<file path="src/rtl/sdh_pkg.sv">
package sdh_pkg;

    // Default sizes
    localparam int SDH_CARD_BYTES      = 524288;
    localparam int SDH_MAX_BLOCK_BYTES = 4096;

    // Item commands
    localparam logic [1:0] CMD_READ   = 2'd0;
    localparam logic [1:0] CMD_WRITE  = 2'd1;
    localparam logic [1:0] CMD_INSERT = 2'd2;
    localparam logic [1:0] CMD_EJECT  = 2'd3;

    localparam logic [31:0] HOST_BASE = 32'h400b_1000;
    localparam logic [31:0] RCA_VALUE = 32'h0001_0000;

    // Register word indexes
    localparam logic [5:0] W_DSADDR   = 6'd0;
    localparam logic [5:0] W_BLKATTR  = 6'd1;
    localparam logic [5:0] W_CMDARG   = 6'd2;
    localparam logic [5:0] W_XFERTYP  = 6'd3;
    localparam logic [5:0] W_RSP0     = 6'd4;
    localparam logic [5:0] W_RSP1     = 6'd5;
    localparam logic [5:0] W_RSP2     = 6'd6;
    localparam logic [5:0] W_RSP3     = 6'd7;
    localparam logic [5:0] W_DATPORT  = 6'd8;
    localparam logic [5:0] W_PRSSTAT  = 6'd9;
    localparam logic [5:0] W_PROCTL   = 6'd10;
    localparam logic [5:0] W_SYSCTL   = 6'd11;
    localparam logic [5:0] W_IRQSTAT  = 6'd12;
    localparam logic [5:0] W_IRQSTATEN = 6'd13;
    localparam logic [5:0] W_IRQSIGEN = 6'd14;
    localparam logic [5:0] W_AC12ERR  = 6'd15;
    localparam logic [5:0] W_HTCAPBLT = 6'd16;
    localparam logic [5:0] W_WML      = 6'd17;
    localparam logic [5:0] W_FEVT     = 6'd20;
    localparam logic [5:0] W_ADMAES   = 6'd21;
    localparam logic [5:0] W_ADSADDR  = 6'd22;
    localparam logic [5:0] W_VENDOR   = 6'd48;
    localparam logic [5:0] W_MMCBOOT  = 6'd49;
    localparam logic [5:0] W_HOSTVER  = 6'd63;

    localparam logic [31:0] CAP_VALUE  = 32'h07f3_0000;
    localparam logic [31:0] WML_VALUE  = 32'h0080_0080;
    localparam logic [31:0] VER_VALUE  = 32'h0000_1201;
    localparam logic [31:0] SRST_MASK  = 32'h0700_0000;
    localparam logic [31:0] SYSCTL_KEEP = 32'h000f_ffff;

    // Interrupt status bits
    localparam logic [31:0] IRQ_CC   = 32'h0000_0001;
    localparam logic [31:0] IRQ_TC   = 32'h0000_0002;
    localparam logic [31:0] IRQ_BWR  = 32'h0000_0010;
    localparam logic [31:0] IRQ_BRR  = 32'h0000_0020;
    localparam logic [31:0] IRQ_CINS = 32'h0000_0040;
    localparam logic [31:0] IRQ_CRM  = 32'h0000_0080;
    localparam logic [31:0] IRQ_CTO  = 32'h0001_0000;
    localparam logic [31:0] IRQ_DTO  = 32'h0010_0000;
    localparam logic [31:0] IRQ_DCRC = 32'h0020_0000;

    // SD command indexes
    localparam logic [5:0] SD_CMD0  = 6'd0;
    localparam logic [5:0] SD_CMD2  = 6'd2;
    localparam logic [5:0] SD_CMD3  = 6'd3;
    localparam logic [5:0] SD_CMD7  = 6'd7;
    localparam logic [5:0] SD_CMD8  = 6'd8;
    localparam logic [5:0] SD_CMD9  = 6'd9;
    localparam logic [5:0] SD_CMD12 = 6'd12;
    localparam logic [5:0] SD_CMD13 = 6'd13;
    localparam logic [5:0] SD_CMD16 = 6'd16;
    localparam logic [5:0] SD_CMD17 = 6'd17;
    localparam logic [5:0] SD_CMD18 = 6'd18;
    localparam logic [5:0] SD_CMD24 = 6'd24;
    localparam logic [5:0] SD_CMD25 = 6'd25;
    localparam logic [5:0] SD_CMD41 = 6'd41;
    localparam logic [5:0] SD_CMD55 = 6'd55;

    // Result of one step, handed from the register block to the result stage
    typedef struct packed {
        logic        acc;
        logic        port_rd;
        logic [31:0] rd;
        logic [3:0]  mask;
        logic        irq;
    } t_step_res;

endpackage

</file>
<file path="src/rtl/sdh_regs.sv">
module sdh_regs import sdh_pkg::*; #(
    parameter int CARD_BYTES      = SDH_CARD_BYTES,
    parameter int MAX_BLOCK_BYTES = SDH_MAX_BLOCK_BYTES,
    localparam int CARD_WORDS = CARD_BYTES / 4,
    localparam int AW = $clog2(CARD_WORDS)
) (
    input  logic          i_clk,
    input  logic          i_rst_n,
    input  logic          i_cfg_we,
    input  logic          i_cfg_wdata,
    input  logic          i_step,
    input  logic [1:0]    i_command,
    input  logic [31:0]   i_bus_address,
    input  logic [7:0]    i_access_size,
    input  logic [31:0]   i_write_data,
    input  logic [10:0]   i_card_blocks,
    input  logic          i_write_protect,
    output t_step_res     o_res,
    output logic          o_mem_we,
    output logic [3:0]    o_mem_be,
    output logic [AW-1:0] o_mem_waddr,
    output logic [31:0]   o_mem_wdata,
    output logic          o_mem_re,
    output logic [AW-1:0] o_mem_raddr
);

    localparam int OFS_W = $clog2(CARD_BYTES) + 1;
    localparam int MAX_CARD_BLOCKS = CARD_BYTES / 512;

    logic        r_cen;
    logic [31:0] r_dsaddr, n_dsaddr, r_blkattr, n_blkattr, r_cmdarg, n_cmdarg;
    logic [31:0] r_xfertyp, n_xfertyp, r_proctl, n_proctl, r_sysctl, n_sysctl;
    logic [31:0] r_irqstat, n_irqstat, r_irqstaten, n_irqstaten, r_irqsigen, n_irqsigen;
    logic [31:0] r_adsaddr, n_adsaddr, r_vendor, n_vendor, r_mmcboot, n_mmcboot;
    logic [31:0] r_rsp [4];
    logic [31:0] n_rsp [4];
    logic [10:0] r_size, n_size;
    logic        r_present, n_present, r_locked, n_locked, r_sel, n_sel;
    logic        r_app, n_app, r_isrd, n_isrd;
    logic [12:0] r_blklen, n_blklen;
    logic [OFS_W-1:0] r_ofs, n_ofs, r_rem, n_rem;

    logic        dec, rd_ok, wr_ok, acc, port_rd, mem_we;
    logic [31:0] off, rd, flags, prs, room, arg;
    logic [5:0]  widx, idx;
    logic [2:0]  cnt;
    logic [3:0]  mask;
    logic [12:0] bsize;
    logic [15:0] bcnt;
    logic [28:0] total;
    logic        xfer, xfer_rd, xfer_multi, bad;

    // Decode the bus access
    always_comb begin
        off  = i_bus_address - HOST_BASE;
        widx = off[7:2];
        dec  = r_cen && (i_access_size == 8'd4) && (i_bus_address >= HOST_BASE) &&
               (off <= 32'h0000_00fc) && (off[1:0] == 2'b00);
        rd_ok = (widx <= W_WML) || (widx == W_ADMAES) || (widx == W_ADSADDR) ||
                (widx == W_VENDOR) || (widx == W_MMCBOOT) || (widx == W_HOSTVER);
        wr_ok = (widx <= W_XFERTYP) || (widx == W_DATPORT) ||
                (widx >= W_PROCTL && widx <= W_IRQSIGEN) || (widx == W_FEVT) ||
                (widx == W_ADSADDR) || (widx == W_VENDOR) || (widx == W_MMCBOOT);
    end

    // Present-state word and data port byte count
    always_comb begin
        prs = 32'h0000_0008;
        if (r_present) begin
            prs = prs | 32'hff81_0000;
        end
        if (r_rem != '0) begin
            prs = prs | 32'h0000_0004 | (r_isrd ? 32'h0000_0a00 : 32'h0000_0500);
        end
        cnt = (r_rem >= OFS_W'(4)) ? 3'd4 : r_rem[2:0];
        case (cnt)
            3'd1:    mask = 4'b0001;
            3'd2:    mask = 4'b0011;
            3'd3:    mask = 4'b0111;
            3'd4:    mask = 4'b1111;
            default: mask = 4'b0000;
        endcase
        if (r_ofs >= OFS_W'(CARD_BYTES)) begin
            mask = 4'b0000;
        end
    end

    // Transfer setup check for the block commands
    always_comb begin
        idx        = i_write_data[29:24];
        arg        = r_cmdarg;
        xfer_rd    = (idx == SD_CMD17) || (idx == SD_CMD18);
        xfer_multi = (idx == SD_CMD18) || (idx == SD_CMD25);
        xfer       = xfer_rd || (idx == SD_CMD24) || (idx == SD_CMD25);
        bsize      = (r_blkattr[12:0] == '0) ? r_blklen : r_blkattr[12:0];
        bcnt       = 16'd1;
        if (xfer_multi && r_blkattr[31:16] != '0) begin
            bcnt = r_blkattr[31:16];
        end
        total = {16'd0, bsize} * {13'd0, bcnt};
        room  = ({21'd0, r_size} - arg) << 9;
        bad   = !r_sel || (bsize == '0) || ({19'd0, bsize} > 32'(MAX_BLOCK_BYTES)) ||
                (arg > {21'd0, r_size}) || ({3'd0, total} > room);
    end

    // Next state of one step
    always_comb begin
        n_dsaddr = r_dsaddr;  n_blkattr = r_blkattr;  n_cmdarg = r_cmdarg;
        n_xfertyp = r_xfertyp; n_proctl = r_proctl;   n_sysctl = r_sysctl;
        n_irqstat = r_irqstat; n_irqstaten = r_irqstaten; n_irqsigen = r_irqsigen;
        n_adsaddr = r_adsaddr; n_vendor = r_vendor;   n_mmcboot = r_mmcboot;
        n_rsp     = r_rsp;
        n_size = r_size; n_present = r_present; n_locked = r_locked; n_sel = r_sel;
        n_app = r_app; n_isrd = r_isrd; n_blklen = r_blklen; n_ofs = r_ofs; n_rem = r_rem;
        acc = 1'b0; port_rd = 1'b0; rd = '0; flags = '0; mem_we = 1'b0;

        unique case (i_command)
            CMD_READ: begin
                if (dec) begin
                    if (widx == W_DATPORT) begin
                        if (r_isrd && r_rem != '0) begin
                            acc     = 1'b1;
                            port_rd = 1'b1;
                        end
                    end else if (rd_ok) begin
                        acc = 1'b1;
                        unique case (widx)
                            W_DSADDR:   rd = r_dsaddr;
                            W_BLKATTR:  rd = r_blkattr;
                            W_CMDARG:   rd = r_cmdarg;
                            W_XFERTYP:  rd = r_xfertyp;
                            W_RSP0:     rd = r_rsp[0];
                            W_RSP1:     rd = r_rsp[1];
                            W_RSP2:     rd = r_rsp[2];
                            W_RSP3:     rd = r_rsp[3];
                            W_PRSSTAT:  rd = prs;
                            W_PROCTL:   rd = r_proctl;
                            W_SYSCTL:   rd = r_sysctl;
                            W_IRQSTAT:  rd = r_irqstat;
                            W_IRQSTATEN: rd = r_irqstaten;
                            W_IRQSIGEN: rd = r_irqsigen;
                            W_HTCAPBLT: rd = CAP_VALUE;
                            W_WML:      rd = WML_VALUE;
                            W_ADSADDR:  rd = r_adsaddr;
                            W_VENDOR:   rd = r_vendor;
                            W_MMCBOOT:  rd = r_mmcboot;
                            W_HOSTVER:  rd = VER_VALUE;
                            default:    rd = '0;
                        endcase
                    end
                end
                if (port_rd) begin
                    n_ofs = r_ofs + OFS_W'(cnt);
                    n_rem = r_rem - OFS_W'(cnt);
                    if (n_rem == '0) begin
                        flags = flags | IRQ_TC;
                    end
                end
            end
            CMD_WRITE: begin
                if (dec && wr_ok) begin
                    acc = 1'b1;
                    if (widx == W_DATPORT) begin
                        if (!r_isrd && r_rem != '0) begin
                            mem_we = 1'b1;
                            n_ofs  = r_ofs + OFS_W'(cnt);
                            n_rem  = r_rem - OFS_W'(cnt);
                            if (n_rem == '0) begin
                                flags = flags | IRQ_TC;
                            end
                        end else begin
                            acc = 1'b0;
                        end
                    end else if (widx == W_IRQSTAT) begin
                        n_irqstat = r_irqstat & ~i_write_data;
                    end else if (widx == W_FEVT) begin
                        flags = i_write_data;
                    end else if (widx == W_SYSCTL && (i_write_data & SRST_MASK) != '0) begin
                        // soft reset: registers and command state, card kept
                        n_dsaddr = '0; n_blkattr = '0; n_cmdarg = '0; n_xfertyp = '0;
                        n_proctl = '0; n_irqstat = '0; n_irqstaten = '0; n_irqsigen = '0;
                        n_adsaddr = '0; n_vendor = '0; n_mmcboot = '0;
                        n_rsp = '{default: '0};
                        n_ofs = '0; n_rem = '0; n_blklen = 13'd512;
                        n_app = 1'b0; n_sel = 1'b0; n_isrd = 1'b0;
                        n_sysctl = i_write_data & SYSCTL_KEEP;
                    end else begin
                        unique case (widx)
                            W_DSADDR:    n_dsaddr = i_write_data;
                            W_BLKATTR:   n_blkattr = i_write_data;
                            W_CMDARG:    n_cmdarg = i_write_data;
                            W_XFERTYP:   n_xfertyp = i_write_data;
                            W_PROCTL:    n_proctl = i_write_data;
                            W_SYSCTL:    n_sysctl = i_write_data;
                            W_IRQSTATEN: n_irqstaten = i_write_data;
                            W_IRQSIGEN:  n_irqsigen = i_write_data;
                            W_ADSADDR:   n_adsaddr = i_write_data;
                            W_VENDOR:    n_vendor = i_write_data;
                            W_MMCBOOT:   n_mmcboot = i_write_data;
                            default:     n_dsaddr = r_dsaddr;
                        endcase
                        // execute the command on a transfer-type write
                        if (widx == W_XFERTYP) begin
                            n_rsp = '{default: '0};
                            if (idx != SD_CMD0 && !r_present) begin
                                flags = IRQ_CTO;
                            end else begin
                                n_app = 1'b0;
                                if (r_app && idx == SD_CMD41) begin
                                    n_rsp[0] = 32'hc0ff_8000;
                                end else if (xfer) begin
                                    if (bad) begin
                                        flags = IRQ_DTO;
                                    end else if (!xfer_rd && r_locked) begin
                                        flags = IRQ_DCRC;
                                    end else begin
                                        n_ofs  = OFS_W'({arg[22:0], 9'd0});
                                        n_rem  = OFS_W'(total);
                                        n_isrd = xfer_rd;
                                        flags  = xfer_rd ? IRQ_BRR : IRQ_BWR;
                                    end
                                end else begin
                                    case (idx)
                                        SD_CMD0: n_sel = 1'b0;
                                        SD_CMD2: begin
                                            n_rsp[0] = 32'h0353_4453;
                                            n_rsp[1] = 32'h4430_3447;
                                            n_rsp[2] = 32'h8012_3456;
                                            n_rsp[3] = 32'h7801_0001;
                                        end
                                        SD_CMD3: n_rsp[0] = RCA_VALUE;
                                        SD_CMD7: n_sel = (arg == RCA_VALUE);
                                        SD_CMD8: n_rsp[0] = arg;
                                        SD_CMD9: begin
                                            n_rsp[0] = 32'h400e_0032;
                                            n_rsp[1] = {21'd0, r_size};
                                        end
                                        SD_CMD12: begin
                                            n_rem = '0;
                                            flags = IRQ_TC;
                                        end
                                        SD_CMD13: n_rsp[0] = r_sel ? 32'h0000_0800
                                                                   : 32'h0000_0600;
                                        SD_CMD16: begin
                                            if (arg == '0 || arg > 32'(MAX_BLOCK_BYTES)) begin
                                                flags = IRQ_CTO;
                                            end else begin
                                                n_blklen = arg[12:0];
                                            end
                                        end
                                        SD_CMD55: begin
                                            n_app    = 1'b1;
                                            n_rsp[0] = 32'h0000_0020;
                                        end
                                        default: flags = IRQ_CTO;
                                    endcase
                                end
                                flags = flags | IRQ_CC;
                            end
                        end
                    end
                end
            end
            CMD_INSERT: begin
                if (i_card_blocks != '0 && {21'd0, i_card_blocks} <= 32'(MAX_CARD_BLOCKS)) begin
                    acc       = 1'b1;
                    n_size    = i_card_blocks;
                    n_present = 1'b1;
                    n_locked  = i_write_protect;
                    n_sel     = 1'b0;
                    flags     = IRQ_CINS;
                end
            end
            CMD_EJECT: begin
                acc       = 1'b1;
                n_size    = '0;
                n_present = 1'b0;
                n_sel     = 1'b0;
                n_rem     = '0;
                flags     = IRQ_CRM;
            end
            default: acc = 1'b0;
        endcase

        n_irqstat = n_irqstat | (flags & n_irqstaten);
    end

    always_ff @(posedge i_clk) begin
        if (!i_rst_n) begin
            r_cen <= 1'b0;
            r_dsaddr <= '0; r_blkattr <= '0; r_cmdarg <= '0; r_xfertyp <= '0;
            r_proctl <= '0; r_sysctl <= '0; r_irqstat <= '0; r_irqstaten <= '0;
            r_irqsigen <= '0; r_adsaddr <= '0; r_vendor <= '0; r_mmcboot <= '0;
            r_rsp <= '{default: '0};
            r_size <= '0; r_present <= 1'b0; r_locked <= 1'b0; r_sel <= 1'b0;
            r_app <= 1'b0; r_isrd <= 1'b0; r_blklen <= 13'd512;
            r_ofs <= '0; r_rem <= '0;
        end else begin
            if (i_cfg_we) begin
                r_cen <= i_cfg_wdata;
            end
            if (i_step) begin
                r_dsaddr <= n_dsaddr; r_blkattr <= n_blkattr; r_cmdarg <= n_cmdarg;
                r_xfertyp <= n_xfertyp; r_proctl <= n_proctl; r_sysctl <= n_sysctl;
                r_irqstat <= n_irqstat; r_irqstaten <= n_irqstaten;
                r_irqsigen <= n_irqsigen; r_adsaddr <= n_adsaddr;
                r_vendor <= n_vendor; r_mmcboot <= n_mmcboot; r_rsp <= n_rsp;
                r_size <= n_size; r_present <= n_present; r_locked <= n_locked;
                r_sel <= n_sel; r_app <= n_app; r_isrd <= n_isrd;
                r_blklen <= n_blklen; r_ofs <= n_ofs; r_rem <= n_rem;
            end
        end
    end

    assign o_res.acc     = acc;
    assign o_res.port_rd = port_rd;
    assign o_res.rd      = rd;
    assign o_res.mask    = mask;
    assign o_res.irq     = r_cen && ((n_irqstat & n_irqsigen) != '0);

    assign o_mem_we    = i_step && mem_we && (mask != '0);
    assign o_mem_be    = mask;
    assign o_mem_waddr = r_ofs[AW+1:2];
    assign o_mem_wdata = i_write_data;
    assign o_mem_re    = i_step && port_rd;
    assign o_mem_raddr = r_ofs[AW+1:2];

endmodule

</file>
<file path="config.mk">
export PLATFORM = sky130hd
export DESIGN_NAME = sdh_regs
export DESIGN_NICKNAME = d
export VERILOG_FILES = /design/src/rtl/sdh_pkg.sv /design/src/rtl/sdh_regs.sv
export SDC_FILE = /design/constraint.sdc
export NUM_CORES = 2
export LEC_CHECK = 0
export BUFFER_PORTS_ARGS = -buffer_cell sky130_fd_sc_hd__buf_2
export CAP_MARGIN = 20
export CORE_MARGIN = 5
export CORE_UTILIZATION = 50
export CTS_BUF_LIST = sky130_fd_sc_hd__clkbuf_8
export DETAILED_ROUTE_END_ITERATION = 8
export PLACE_DENSITY = 0.68
export SYNTH_ARGS = -nofsm -noshare
export SYNTH_HDL_FRONTEND = slang
export SYNTH_SLANG_ARGS = --single-unit
</file>
<file path="constraint.sdc">
create_clock -name i_clk -period 13.12 [get_ports i_clk]
set_input_delay 1.312 -clock i_clk [delete_from_list [all_inputs] [get_ports i_clk]]
set_output_delay 1.312 -clock i_clk [all_outputs]
set_load 0.005 [all_outputs]
</file>
# Word level (Yosys, flattened, before mapping)
# Index checks and enable logic that the tools add are counted.
word_totals:
  ff_bits: 582
  output_inout_bits: 111
  word_cells: 378
op_classes:
  addsub: 4
  mul: 1
  order_cmp: 13
  eq_ne: 74
  n_mux: 161
  n_bitwise: 9
  reduce_logical: 90
ops:
  columns: ["operator", "count"]
  rows:
  - ["$mux W32", 54]
  - ["$pmux W32 S20", 1]
  - ["$mux W20", 27]
  - ["$mux W128", 4]
  - ["$pmux W32 S6", 1]
  - ["$pmux W32 S4", 1]
  - ["$mux W13", 8]
  - ["$and A32 B32 Y32", 3]
  - ["$mux W96", 1]
  - ["$pmux W32 S3", 1]
  - ["$eq A6 B4 Y1 const B", 11]
  - ["$mux W64", 1]
  - ["$reduce_bool A32 Y1", 2]
  - ["$reduce_and A7 Y1", 9]
  - ["$pmux W31 S2", 1]
  - ["$eq A6 B5 Y1 const B", 10]
  - ["$pmux W20 S3", 1]
  - ["$mux W22", 2]
  - ["$pmux W20 S2", 1]
  - ["$mux W1", 39]
  - ["$reduce_and A12 Y1", 3]
  - ["$eq A32 B17 Y1 const B", 1]
  - ["$ge A32 B31 Y1 const B", 1]
  - ["$gt A29 B32 Y1", 1]
  - ["70 further kinds", 168]

# Depth between registers and ports, before layout
logic_depth:
  word_depth: 23
  mapped_depth: 43
  mapped_depth_nobuf: 38

# Worst setup path after synthesis
# Ideal clock, no wire load.
synth_path:
  path_type: "input to output"
  start: "input i_write_data[25]"
  end: "output o_res[0] (netlist name)"
  t_arrival_ns: 9.793
  t_required_ns: 11.808
  setup_slack_ns: 2.015
  stages: 41
  path_buffers: 4
  path_cell_list: "clkbuf_1 > nor2b_1 > nor2b_1 > o211a_1 > clkbuf_1 > clkbuf_1 > clkbuf_1 > nand2_1 > nor2_1 > fa_1 > inv_1 > fa_1 > inv_1 > fa_1 > fa_1 > inv_1 > fa_1 > inv_1 > [5 not listed] > a211oi_1 > a41o_1 > o211ai_1 > nor3b_1 > o21ai_0 > a21oi_1 > xnor2_1 > ha_1 > and3_1 > and4b_1 > nand2_1 > o41ai_1 > nor2_1 > o21ai_1 > a41oi_1 > o21ai_0 > a22o_1 > o31a_1"
synth_lines:
  columns: ["item", "line", "rtl"]
  rows:
  - ["start, declared", "sdh_regs.sv:15", "input logic [31:0] i_write_data,"]
  - ["end, declared", "sdh_regs.sv:18", "output t_step_res o_res,"]

==> flow_metrics.py <==
metrics = {
    "sta": {
        "drv_slew": 0,
        "max-slew-margin-rel": 0.133,
        "clock_skew_ps": 60.0,
        "hold_ws_ps": 450,
        "period_share": 0.954,
        "rsz0062_at_grt": "false",
        "min_period_ps": 12520,
        "setup_viol_count_final": 0,
        "worst_pin_slew_ps": 1300,
        "hold_viol": 0,
        "fin_tns_setup_ps": 0,
        "timing.fmax_mhz": 79.9,
    },
    "synth": {
        "async_flop_share": 0,
        "synth_edf_count": 0,
        "ys_ff_latch": 498,
        "yosysSeqAreaShare": 0.294,
        "synthFlopType": "dfxtp_1",
        "synthTopCellsByArea": "dfxtp_1, nand2_1, fa_1, a21oi_1, ha_1",
        "syn_area_um2": 33900,
        "syn_inst": 4465,
        "synth.distinct_cells": 92,
        "syn-num-nets": 4832,
        "yosys_warnings": 0,
        "synth_top_area_frac": 0.294,
        "synth_area_per_cell_um2": 7.60,
        "synth_largest_area_cell": "dfxtp_1",
    },
    "worst_hold_path": {
        "hp-class": "flop to flop",
    },
    "route": {
        "vias": 35200,
        "avgRoutedWirePerCell_um": 27.5,
        "dr.pass1.iters": 7,
        "drc": 0,
        "wirelength_um": 147000,
        "drtIter0Drc": 5076,
        "routed_via_density": 6.57,
        "ant_nets": 0,
    },
    "power": {
        "swShare": 0.278,
        "intPower_w": 0.00245,
        "p_sw_w": 0.000943,
        "power_frac_seq": 0.450,
        "ir_worst_vdd_mv": 0.0853,
        "power.density_nw_per_um2": 92.3,
        "power.clock.fraction": 0.458,
        "p_leak_nw": 14.3,
        "finalPower_w": 0.00339,
        "p_comb_frac": 0.092,
    },
    "grt": {
        "grt_max_degree": 177,
        "antenna_found_initial": 9,
        "grt_pass1_wl_um": 214000,
        "grt_usage": 0.383,
        "gr-total-overflow": 0,
        "grt_pass1_vias": 32600,
    },
    "cts": {
        "tritoncts": "yes",
        "clkSlewWorstSetupHoldPaths_ps": 60,
        "h-tree-depth": 3,
        "cts_root_buf": "clkbuf_8",
        "insertion_delay_ps": 750,
        "cts_buffer_depth": 3,
        "cts_sinks": 498,
        "cts_buffers": 88,
    },
    "layout": {
        "fillers": 6497,
        "register_area_um2": 9970,
        "syn2layout_area_growth_pct": 8.49,
        "layout_common_cells": "nand2_1, a21oi_1, dfxtp_1, nor2_1, inv_1",
        "layout-drive-gt1-share": 0.114,
        "final_common_cell": "nand2_1",
        "final_nets": 4788,
        "multiInputGateArea_um2": 21300,
    },
    "worst_setup_path": {
        "crit_path_end_kind": "primary output",
        "slowest_stage": "nor4_4",
        "setup.worst_path.start_class": "flop",
        "cp_max_fo": 19,
        "cp.arrival_ps": 11200,
        "cpPeakStageDelay_ps": 760,
        "required_ps": 11810,
        "path_class": "flop to primary output",
        "cp_common_cell": "fa_1",
    },
    "placement": {
        "gp_congestion": 1.03,
        "io_buffers": 201,
        "post-dp-hpwl_um": 102000,
    },
    "floorplan": {
        "fp.dieW_um": 270,
        "die_h_um": 270,
        "start_util": 0.504,
        "die_area_um2": 73100,
        "ios": 202,
        "core_um2": 67300,
        "rows": 95,
    },
    "run_status": {
        "status": "complete, no violations",
    },
    "job": {
        "maxCapViolCount": 0,
    },
}
## final cells by class
class                           instances  area share
Multi-Input combinational cell       3293       0.578
Sequential cell                       498       0.271
Clock buffer                          111      0.0415
Tap cell                              873      0.0297
Inverter                              258      0.0265
Antenna cell                            3    0.000204
Timing Repair Buffer                  282      0.0441
Clock inverter                         45     0.00905
## through the flow
step / utilization / cells / area, um2 / setup WS, ps
finish: 0.547 / 5363 / 36800 / 604
global route: 0.547 / 5361 / 36800 / 45.0
CTS: 0.547 / 5359 / 36800 / 691
detailed placement: 0.519 / 5203 / 34900 / 727
global placement: 0.519 / 5203 / 34900 / 864
floorplan: - / 4465 / 33900 / 2010
## sequential cells by signal, summed over array words and instances (netlist names), 11 cells and up
name / flops
arg: 32
r_mmcboot: 32
r_adsaddr: 32
r_irqsigen: 32
r_rsp: 44
r_proctl: 32
r_irqstat: 32
r_xfertyp: 32
r_vendor: 32
r_sysctl: 32
r_rem: 20
r_ofs: 20
r_dsaddr: 32
r_irqstaten: 32
r_size: 11
r_blklen: 13
r_blkattr: 32
## critical path: cells and delay by family, from the launching register on
| family | cells | cell delay [ps] |
|---|---|---|
| compound gates | 15 | 3980 |
| xor+xnor | 1 | 100 |
| fa+ha+maj | 7 | 2990 |
| buf+inv | 4 | 280 |
| flops | 1 | 480 |
| simple gates | 9 | 2570 |
## synth_stat cells, drive strengths merged, types with 19 or more instances
cell / instances
a222oi: 20
clkbuf: 306
nor2: 375
mux2i: 49
nand2: 872
nor2b: 22
xnor2: 29
xor2: 33
a21oi: 517
nand2b: 30
a211oi: 43
nor3: 60
a221oi: 70
a21o: 27
a22o: 49
and3: 33
o21ai: 154
a31oi: 38
nor4: 41
o21a: 19
nand4: 33
ha: 120
buf: 110
inv: 255
a22oi: 103
dfxtp: 498
or3: 19
fa: 156
nand3: 77
and2: 66
o41ai: 21
## timing repair
item / 4_1_cts / 5_1_grt
gates resized for setup: 0 / 1
endpoints found under the setup margin: 0 / 1
buffers inserted: 0 / 0
hold buffers: 0 / 0
hold endpoints to repair: 0 / 0
## power groups by stage
| stage | logic (W) | clock network, W | registers, W |
|---|---|---|---|
| after global routing | 0.000329 | 0.00162 | 0.00153 |
| after CTS | 0.000302 | 0.00155 | 0.00153 |
| final | 0.000313 | 0.00155 | 0.00153 |
| after detailed placement | 0.000301 | 0 | 0.00156 |
| after global placement | 0.000300 | 0 | 0.00156 |
| after floorplan | 0.000194 | 0 | 0.00156 |
## per-layer routing
layer,vias up,part of all wire,track usage
li1,15300,-,-
met1,16800,0.36,0.470
met2,2524,0.42,0.570
met3,630,0.12,0.106
met4,8,0.093,0.290
met5,-,0.00046,0
## path summary, 6_finish.rpt
kind                 startpoint       endpoint  slack (ps)  depth (start not counted)
setup / recovery   r_blkattr[8]       o_res[0]         600                         36
hold / removal    r_adsaddr[14]  r_adsaddr[14]         450                          2
setup reg to reg   r_blkattr[8]      r_ofs[11]        2150                         37
hold reg to reg   r_adsaddr[14]  r_adsaddr[14]         450                          2
## logic make-up after synthesis
family                   after synthesis  synth area share
AO/OA/AOI/OAI                       1212             0.233
XOR/XNOR                              62            0.0160
adder cells (fa/ha/maj)              276             0.136
buffers and inverters                674            0.0851
flip-flops                           498             0.294
multiplexers                          55            0.0168
other                                  1          0.000111
AND/OR/NAND/NOR                     1687             0.219
Note: power is estimated with default switching activity, not from simulation.
